### config.mk
export PLATFORM = sky130hd
export DESIGN_NAME = line_rasterizer
export DESIGN_NICKNAME = d
export VERILOG_FILES = /design/src/hw/rtl/lr_pkg.sv /design/src/hw/rtl/line_rasterizer.sv /design/src/hw/rtl/lr_step_unit.sv
export SDC_FILE = /design/constraint.sdc
export NUM_CORES = 1
export LEC_CHECK = 0
export BUFFER_PORTS_ARGS = -buffer_cell sky130_fd_sc_hd__buf_2
export CORE_AREA = 2 2 148 150
export CTS_CLUSTER_DIAMETER = 150
export DETAILED_ROUTE_END_ITERATION = 10
export DIE_AREA = 0 0 150 152
export GPL_TIMING_DRIVEN = 0
export PLACE_DENSITY_LB_ADDON = 0.15
export SLEW_MARGIN = 10
export SYNTH_ARGS = -nofsm -noshare
export SYNTH_HDL_FRONTEND = slang
export SYNTH_HIERARCHICAL = 1
export SYNTH_SLANG_ARGS = --single-unit
### constraint.sdc
create_clock -name aclk -period 4.05 [get_ports aclk]
set_input_delay 0.81 -clock aclk [delete_from_list [all_inputs] [get_ports aclk]]
set_output_delay 0.81 -clock aclk [all_outputs]
set_load 0.01 [all_outputs]
### src/hw/rtl/lr_pkg.sv
// Shared constants and types for the line rasterizer
package lr_pkg;

    localparam int COORD_BITS = 6;
    localparam int COLOR_BITS = 24;
    localparam int D_BITS     = COORD_BITS + 3;
    localparam int IN_BITS    = ((4 * COORD_BITS + COLOR_BITS + 7) / 8) * 8;
    localparam int OUT_BITS   = ((2 * COORD_BITS + COLOR_BITS + 7) / 8) * 8;

    typedef enum logic [1:0] {
        OCT_SHALLOW_UP,
        OCT_STEEP_UP,
        OCT_STEEP_DOWN,
        OCT_SHALLOW_DOWN
    } oct_t;

    typedef enum logic [1:0] {
        ST_IDLE,
        ST_SETUP,
        ST_RUN
    } state_t;

    typedef struct packed {
        logic signed [D_BITS-1:0] d_next;
        logic                     x_inc;
        logic                     y_inc;
        logic                     y_dec;
    } step_t;

endpackage

### src/hw/rtl/line_rasterizer.sv
// Line rasterizer: midpoint line walk, one pixel request per cycle unless m_tready stalls
//
// Input channel s_*: one line request per handshake (s_tvalid && s_tready).
//   The block takes a request only while idle; s_tready is low from the
//   accepting edge until the last pixel of that line is in the output register.
// Output channel m_*: one pixel per handshake, m_tlast marks the final pixel.
// Sequence: the endpoints are ordered as they are registered at the accepting
//   edge, then the setup state picks the octant and seeds the decision value,
//   then the run state registers each pixel in the output register.
// Walk: a line of n+1 pixels (n = larger of |dx|, |dy|) uses the shared
//   decision unit once per pixel, after the accept and setup states; a line
//   has at most 64 pixels for 6-bit coordinates.
// A stall on m_tready holds the output register and freezes the pixel walk;
//   the next request may be taken while the last pixel still waits.
// Reset (aresetn low, synchronous) returns the sequencer to idle and clears
//   m_tvalid; any line in progress is dropped.
module line_rasterizer
    import lr_pkg::*;
(
    input  logic                aclk,
    input  logic                aresetn,
    input  logic                s_tvalid,
    output logic                s_tready,
    // start_x, start_y, end_x, end_y, line_color (lowest bit up)
    input  logic [IN_BITS-1:0]  s_tdata,
    output logic                m_tvalid,
    input  logic                m_tready,
    // pixel_x, pixel_y, pixel_color, zero fill (lowest bit up)
    output logic [OUT_BITS-1:0] m_tdata,
    output logic                m_tlast
);

    localparam int C = COORD_BITS;

    state_t state_reg, state_next;
    logic   m_valid_reg, m_valid_next;

    logic [C-1:0]          x0_reg, y0_reg, x1_reg, y1_reg;
    logic [COLOR_BITS-1:0] color_reg;
    logic [C-1:0]          x_reg, y_reg, cnt_reg, n_reg;
    logic signed [D_BITS-1:0] d_reg, tdx_reg, tdy_reg;
    oct_t                  oct_reg;

    logic [C-1:0]          px_reg, py_reg;
    logic [COLOR_BITS-1:0] pcolor_reg;
    logic                  plast_reg;

    logic                  accept;
    logic                  out_free;
    logic                  load_pixel;
    logic                  is_last;

    logic [C-1:0]          in_x0, in_y0, in_x1, in_y1;
    logic                  swap;

    logic [C-1:0]             dx;
    logic signed [C:0]        dy, ndy;
    logic signed [D_BITS-1:0] dxe, dye;
    oct_t                     oct_init;
    logic signed [D_BITS-1:0] d_init;
    logic [C-1:0]             n_init;

    step_t step;

    assign in_x0 = s_tdata[C-1:0];
    assign in_y0 = s_tdata[2*C-1:C];
    assign in_x1 = s_tdata[3*C-1:2*C];
    assign in_y1 = s_tdata[4*C-1:3*C];
    assign swap  = (in_x1 < in_x0);

    assign accept   = s_tvalid && s_tready;
    assign out_free = !m_valid_reg || m_tready;
    assign is_last  = (cnt_reg == n_reg);

    assign dx  = x1_reg - x0_reg;
    assign dy  = $signed({1'b0, y1_reg}) - $signed({1'b0, y0_reg});
    assign ndy = -dy;
    assign dxe = $signed({{(D_BITS-C){1'b0}}, dx});
    assign dye = $signed({{(D_BITS-C-1){dy[C]}}, dy});

    always_comb begin
        priority if (!dy[C] && ({1'b0, dx} >= dy)) begin
            oct_init = OCT_SHALLOW_UP;
            d_init   = (dye <<< 1) - dxe;
            n_init   = dx;
        end else if (!dy[C]) begin
            oct_init = OCT_STEEP_UP;
            d_init   = dye - (dxe <<< 1);
            n_init   = dy[C-1:0];
        end else if ({1'b0, dx} <= ndy) begin
            oct_init = OCT_STEEP_DOWN;
            d_init   = dye + (dxe <<< 1);
            n_init   = ndy[C-1:0];
        end else begin
            oct_init = OCT_SHALLOW_DOWN;
            d_init   = (dye <<< 1) + dxe;
            n_init   = dx;
        end
    end

    lr_step_unit u_step (
        .oct  (oct_reg),
        .d    (d_reg),
        .tdx  (tdx_reg),
        .tdy  (tdy_reg),
        .step (step)
    );

    always_comb begin
        state_next   = state_reg;
        s_tready     = 1'b0;
        load_pixel   = 1'b0;
        m_valid_next = m_valid_reg && !m_tready;
        unique case (state_reg)
            ST_IDLE: begin
                s_tready = 1'b1;
                if (s_tvalid) begin
                    state_next = ST_SETUP;
                end
            end
            ST_SETUP: begin
                state_next = ST_RUN;
            end
            ST_RUN: begin
                if (out_free) begin
                    load_pixel   = 1'b1;
                    m_valid_next = 1'b1;
                    if (is_last) begin
                        state_next = ST_IDLE;
                    end
                end
            end
            default: begin
                state_next = ST_IDLE;
            end
        endcase
    end

    always_ff @(posedge aclk) begin
        if (!aresetn) begin
            state_reg   <= ST_IDLE;
            m_valid_reg <= 1'b0;
        end else begin
            state_reg   <= state_next;
            m_valid_reg <= m_valid_next;
        end
    end

    always_ff @(posedge aclk) begin
        if (accept) begin
            x0_reg    <= swap ? in_x1 : in_x0;
            y0_reg    <= swap ? in_y1 : in_y0;
            x1_reg    <= swap ? in_x0 : in_x1;
            y1_reg    <= swap ? in_y0 : in_y1;
            color_reg <= s_tdata[4*C+COLOR_BITS-1:4*C];
        end
        if (state_reg == ST_SETUP) begin
            x_reg   <= x0_reg;
            y_reg   <= y0_reg;
            cnt_reg <= '0;
            n_reg   <= n_init;
            oct_reg <= oct_init;
            d_reg   <= d_init;
            tdx_reg <= dxe <<< 1;
            tdy_reg <= dye <<< 1;
        end
        if (load_pixel) begin
            px_reg     <= x_reg;
            py_reg     <= y_reg;
            pcolor_reg <= color_reg;
            plast_reg  <= is_last;
            d_reg      <= step.d_next;
            cnt_reg    <= cnt_reg + C'(1);
            x_reg      <= x_reg + C'(step.x_inc);
            y_reg      <= y_reg + C'(step.y_inc) - C'(step.y_dec);
        end
    end

    assign m_tvalid = m_valid_reg;
    assign m_tdata  = OUT_BITS'({pcolor_reg, py_reg, px_reg});
    assign m_tlast  = plast_reg;

endmodule

### src/hw/rtl/lr_step_unit.sv
// Shared decision update and step selection for one pixel advance
module lr_step_unit
    import lr_pkg::*;
(
    input  oct_t                     oct,
    input  logic signed [D_BITS-1:0] d,
    input  logic signed [D_BITS-1:0] tdx,
    input  logic signed [D_BITS-1:0] tdy,
    output step_t                    step
);

    logic                     minor;
    logic signed [D_BITS-1:0] major_term;
    logic signed [D_BITS-1:0] minor_term;

    always_comb begin
        minor      = 1'b0;
        major_term = '0;
        minor_term = '0;
        step.x_inc = 1'b0;
        step.y_inc = 1'b0;
        step.y_dec = 1'b0;
        unique case (oct)
            OCT_SHALLOW_UP: begin
                minor      = (d > 0);
                major_term = tdy;
                minor_term = -tdx;
                step.x_inc = 1'b1;
                step.y_inc = minor;
            end
            OCT_STEEP_UP: begin
                minor      = (d < 0);
                major_term = -tdx;
                minor_term = tdy;
                step.x_inc = minor;
                step.y_inc = 1'b1;
            end
            OCT_STEEP_DOWN: begin
                minor      = (d > 0);
                major_term = tdx;
                minor_term = tdy;
                step.x_inc = minor;
                step.y_dec = 1'b1;
            end
            OCT_SHALLOW_DOWN: begin
                minor      = (d < 0);
                major_term = tdy;
                minor_term = tdx;
                step.x_inc = 1'b1;
                step.y_dec = minor;
            end
            default: begin
                minor = 1'b0;
            end
        endcase
        step.d_next = d + major_term + (minor ? minor_term : '0);
    end

endmodule

==> out/summary.log <==
INFO  global_routing grt_overflow=0
INFO  global_routing antenna_found_initial=0
INFO  routing        ant_nets=0
INFO  die            fp.dieH=152um
INFO  logic_synthesis synthMostInstantiatedCell=sky130_fd_sc_hd__edfxtp_1
INFO  logic_synthesis yosys_most_used_dff=sky130_fd_sc_hd__edfxtp_1
INFO  power          leakage=4.326nW
INFO  logic_synthesis synth.top_cells.by_area=sky130_fd_sc_hd__edfxtp_1 (48%), sky130_fd_sc_hd__ha_1 (11%), sky130_fd_sc_hd__inv_1 (3.8%), sky130_fd_sc_hd__fa_1 (3.8%), sky130_fd_sc_hd__xnor2_1 (3.4%)
INFO  routing        drt_drc_violations_left=0
INFO  layout         postLayoutCellArea=10320um^2
INFO  critical_path  critical_path.startpoint_type=register
INFO  critical_path  crit_path_max_incr_delay=0.40ns
INFO  critical_path  rr_startpoint=y1_reg[0]
INFO  layout         n_antenna_cell=0
INFO  logic_synthesis yosysSeqAreaShare=48.29%
INFO  die            dieArea=22800um^2
INFO  logic_synthesis async_flop_share=0%
INFO  global_routing first_global_vias=5848
INFO  sta            finClkSkew=0.01409ns
INFO  placed_design  placed_cell_area=9324um^2
INFO  power          power_per_cell_area=658.0nW/um^2
INFO  logic_synthesis synthTopCellsByCount=sky130_fd_sc_hd__edfxtp_1 (133), sky130_fd_sc_hd__inv_1 (86), sky130_fd_sc_hd__ha_1 (73)
INFO  routing        vias_post_dr=5849
INFO  sta            final_period_minus_worst_setup_slack=3.999ns
INFO  clocking       cts-root-buf=sky130_fd_sc_hd__clkbuf_16
INFO  logic_synthesis synth_enable_flop_cells=133
INFO  layout         finish.net_count=1023
INFO  clocking       clock_insertion_delay_worst_skew=0.42ns
INFO  critical_path  timing.critical_path.required=4.22ns
INFO  sta            worst-slew-pin-transition=0.7754ns
INFO  worst_hold_path hold_class=register to register
INFO  run_status     status=completed
INFO  power          power.share.clock=23.0%
INFO  sta            grt_setup_unrepaired=yes
INFO  placed_design  detailed_place_hpwl=14.27mm
INFO  logic_synthesis yosys.area.top_type_share=47.58%
INFO  critical_path  critical_path_buf_inv_count=4
INFO  power          power.ir.vdd_worst=0.2707mV
INFO  clocking       cts.sink_count=136
INFO  sta            maxClockFrequency=250.1MHz
INFO  critical_path  family_of_cells_with_the_greatest_summed_delay_on_the_critical_path=adder cells
INFO  critical_path  worst_path_cell_trace=inv_1 > ha_2 > inv_2 > fa_2 > a211oi_4 > nor2_2 > xnor2_2 > inv_2 > nor3_4 > xnor2_2 > ha_1 > nand3_2 > a21o_1 > a21oi_4 > o41ai_4 > or2_1 > buf_6 > nand2_4 > mux2i_4 > mux2_4
INFO  critical_path  timing.setup.critical_path_class=register to register
INFO  sta            final-hold-violation-count=0
INFO  clocking       clkTransAtPathRegs=0.07ns
INFO  power          sw_frac_of_total=38.91%
INFO  logic_synthesis synth-seq-cells=136
INFO  power          totalPowerFinal=0.006792W
INFO  power          switchingPower=0.002643W
INFO  sta            final_clock_period_utilization_by_the_worst_path=98.73%
INFO  critical_path  worst_setup_path_end_kind=register
INFO  die            die_w=150um
INFO  clocking       htreeDepth=4
INFO  power          power_report.internal_total=0.004149W
INFO  logic_synthesis mappedNetlistArea=8394um^2
INFO  clocking       cts-buffers-inserted=17
INFO  placed_design  port_buffers=90
INFO  global_routing grt_max_degree=35
INFO  logic_synthesis synthDistinctLibCells=65
INFO  clocking       tritoncts=yes
INFO  logic_synthesis yosysWarningCount=6
INFO  critical_path  worstPathMaxFanout=5
INFO  layout         post_route_cells_drive_above_1_share=25.25%
INFO  routing        route.detailed.vias_per_inst=4.978
INFO  sta            worst_slew_margin_rel=48.31%
INFO  critical_path  slowest_stage=sky130_fd_sc_hd__fa_2
INFO  routing        firstDrtPassIters=5
INFO  sta            slew_violations=0
INFO  critical_path  cp-startpoint=y1_reg[0]
INFO  logic_synthesis netlist_instances=736
INFO  die            fp-row-count=54
INFO  worst_hold_path worst_hold_startpoint=color_reg[20]
INFO  die            core=21350um^2
INFO  routing        wirelength=18.87mm
INFO  critical_path  worst-endpoint-arrival=4.17ns
INFO  power          combinationalPowerShare=49.4%
INFO  global_routing grt_pass1_wl=30.39mm
INFO  power          p_seq_share=27.6%
INFO  sta            hold_ws=0.4175ns
INFO  logic_synthesis post_synthesis_mean_instance_area=11.41um^2
INFO  routing        average_wire_per_standard_cell=16.06um
INFO  die            initial_cell_density_of_the_core=39.32%
INFO  layout         synthToLayoutAreaGrowth=22.97%
INFO  logic_synthesis post-synth-top-area-cell=sky130_fd_sc_hd__edfxtp_1
INFO  clocking       cts.path.max_buffers=2
INFO  routing        drt_iter0_markers=345
INFO  sta            final_setup_viols=0
INFO  die            design.portCount=95
INFO  placed_design  globalplace.congestion=0.8748
INFO  global_routing grt_usage=17.18%
INFO  run            cap_violations=0
-- worst reg2reg max path, delay by kind of cell (launching register included) --
kind,cells,cell delay [ns]
xor gates and xnor gates,2,0.32
AOI/OAI and AO/OA,4,0.72
buffers and inverters,4,0.38
DFF,1,0.36
and+or+nand+nor,5,0.70
adders and majority gates,3,0.91
muxes,2,0.35
-- metrics by stage --
stage          util, %  setup TNS [ns]  setup slack (ns)  cells
6_report         48.35               0           0.05129   1175
5_1_grt          48.35         -0.9106           -0.1395   1175
4_1_cts          47.66         -0.1574          -0.05529   1170
3_5_place_dp     43.67          -8.533           -0.7898   1124
3_3_place_gp     43.33          -8.200           -0.7680   1121
2_1_floorplan        -               0          0.008058    751
-- power by group through the flow --
stage	Sequential (W)	Clock [W]	Combinational, W
final	0.00187	0.00156	0.00336
after global routing	0.00189	0.00166	0.00374
after CTS	0.00187	0.00160	0.00314
after detailed placement	0.00191	0	0.00286
after global placement	0.00191	0	0.00285
after floorplan	0.00188	0	0.00217
-- per-layer routing --
layer  global-route usage (%)  vias to the layer above  part of all wire, %
met2                    28.20                      128                   48
met3                    3.153                       17                  3.7
met1                    23.42                     2778                   47
met5                        0                        -                    0
li1                         -                     2926                    -
met4                    4.447                        0                  1.2
-- layout by cell type (no fill, tap or decap), types with 5 or more instances in the layout --
master	count
sky130_fd_sc_hd__edfxtp_1	133
sky130_fd_sc_hd__buf_2	90
sky130_fd_sc_hd__inv_1	84
sky130_fd_sc_hd__ha_1	70
sky130_fd_sc_hd__nor2_1	53
sky130_fd_sc_hd__a21oi_1	43
sky130_fd_sc_hd__nand2_1	40
sky130_fd_sc_hd__xnor2_1	30
sky130_fd_sc_hd__o21ai_0	27
sky130_fd_sc_hd__mux2_2	24
sky130_fd_sc_hd__buf_4	24
sky130_fd_sc_hd__a21o_1	18
sky130_fd_sc_hd__clkbuf_16	17
sky130_fd_sc_hd__conb_1	16
sky130_fd_sc_hd__xor2_1	15
sky130_fd_sc_hd__fa_1	15
sky130_fd_sc_hd__nand2b_1	14
sky130_fd_sc_hd__a221oi_1	14
sky130_fd_sc_hd__nand3_1	11
sky130_fd_sc_hd__clkbuf_1	8
sky130_fd_sc_hd__nor2b_1	6
sky130_fd_sc_hd__clkbuf_2	6
sky130_fd_sc_hd__a211o_1	6
sky130_fd_sc_hd__o31ai_1	5
sky130_fd_sc_hd__o21bai_1	5
sky130_fd_sc_hd__inv_6	5
-- cells by family (layout without fill, tap and decap cells) --
logic type | count (synthesis) | after routing | share of synthesized area [%]
and+or+nand+nor | 153 | 153 | 8.571
muxes | 29 | 29 | 3.980
AOI/OAI and AO/OA | 166 | 166 | 13.62
buffers and inverters | 110 | 254 | 5.187
xor gates and xnor gates | 52 | 52 | 5.604
other | 1 | 16 | 0.04467
adders and majority gates | 89 | 89 | 14.70
DFF | 136 | 136 | 48.29
-- timing repair --
item                                    CTS  global route
hold buffers                              0             0
gates cloned                              0             0
pin swaps                                15            13
gates resized for setup                  25            26
setup buffers                            14             6
endpoints found under the setup margin   16            15
-- path summary, 6_finish.rpt --
check | slack, ns | to | cells after the start
hold reg to reg | 0.42 | pcolor_reg[20] | 0
setup / recovery | 0.05 | d_reg[0] | 20
hold / removal | 0.42 | pcolor_reg[20] | 0
setup reg to reg | 0.05 | d_reg[0] | 20
-- cell type report --
type / instances / area (um^2)
repair buffers: 113 / 668.1
inverters: 88 / 334.1
well taps: 280 / 350.3
fillers: 2013 / 11030
flip-flops and latches: 136 / 4054
clock buffers: 17 / 425.4
clock inverters: 15 / 176.4
multi-input cells: 505 / 4198
plain buffers: 21 / 116.4
Note: power is estimated with default switching activity, not from simulation.
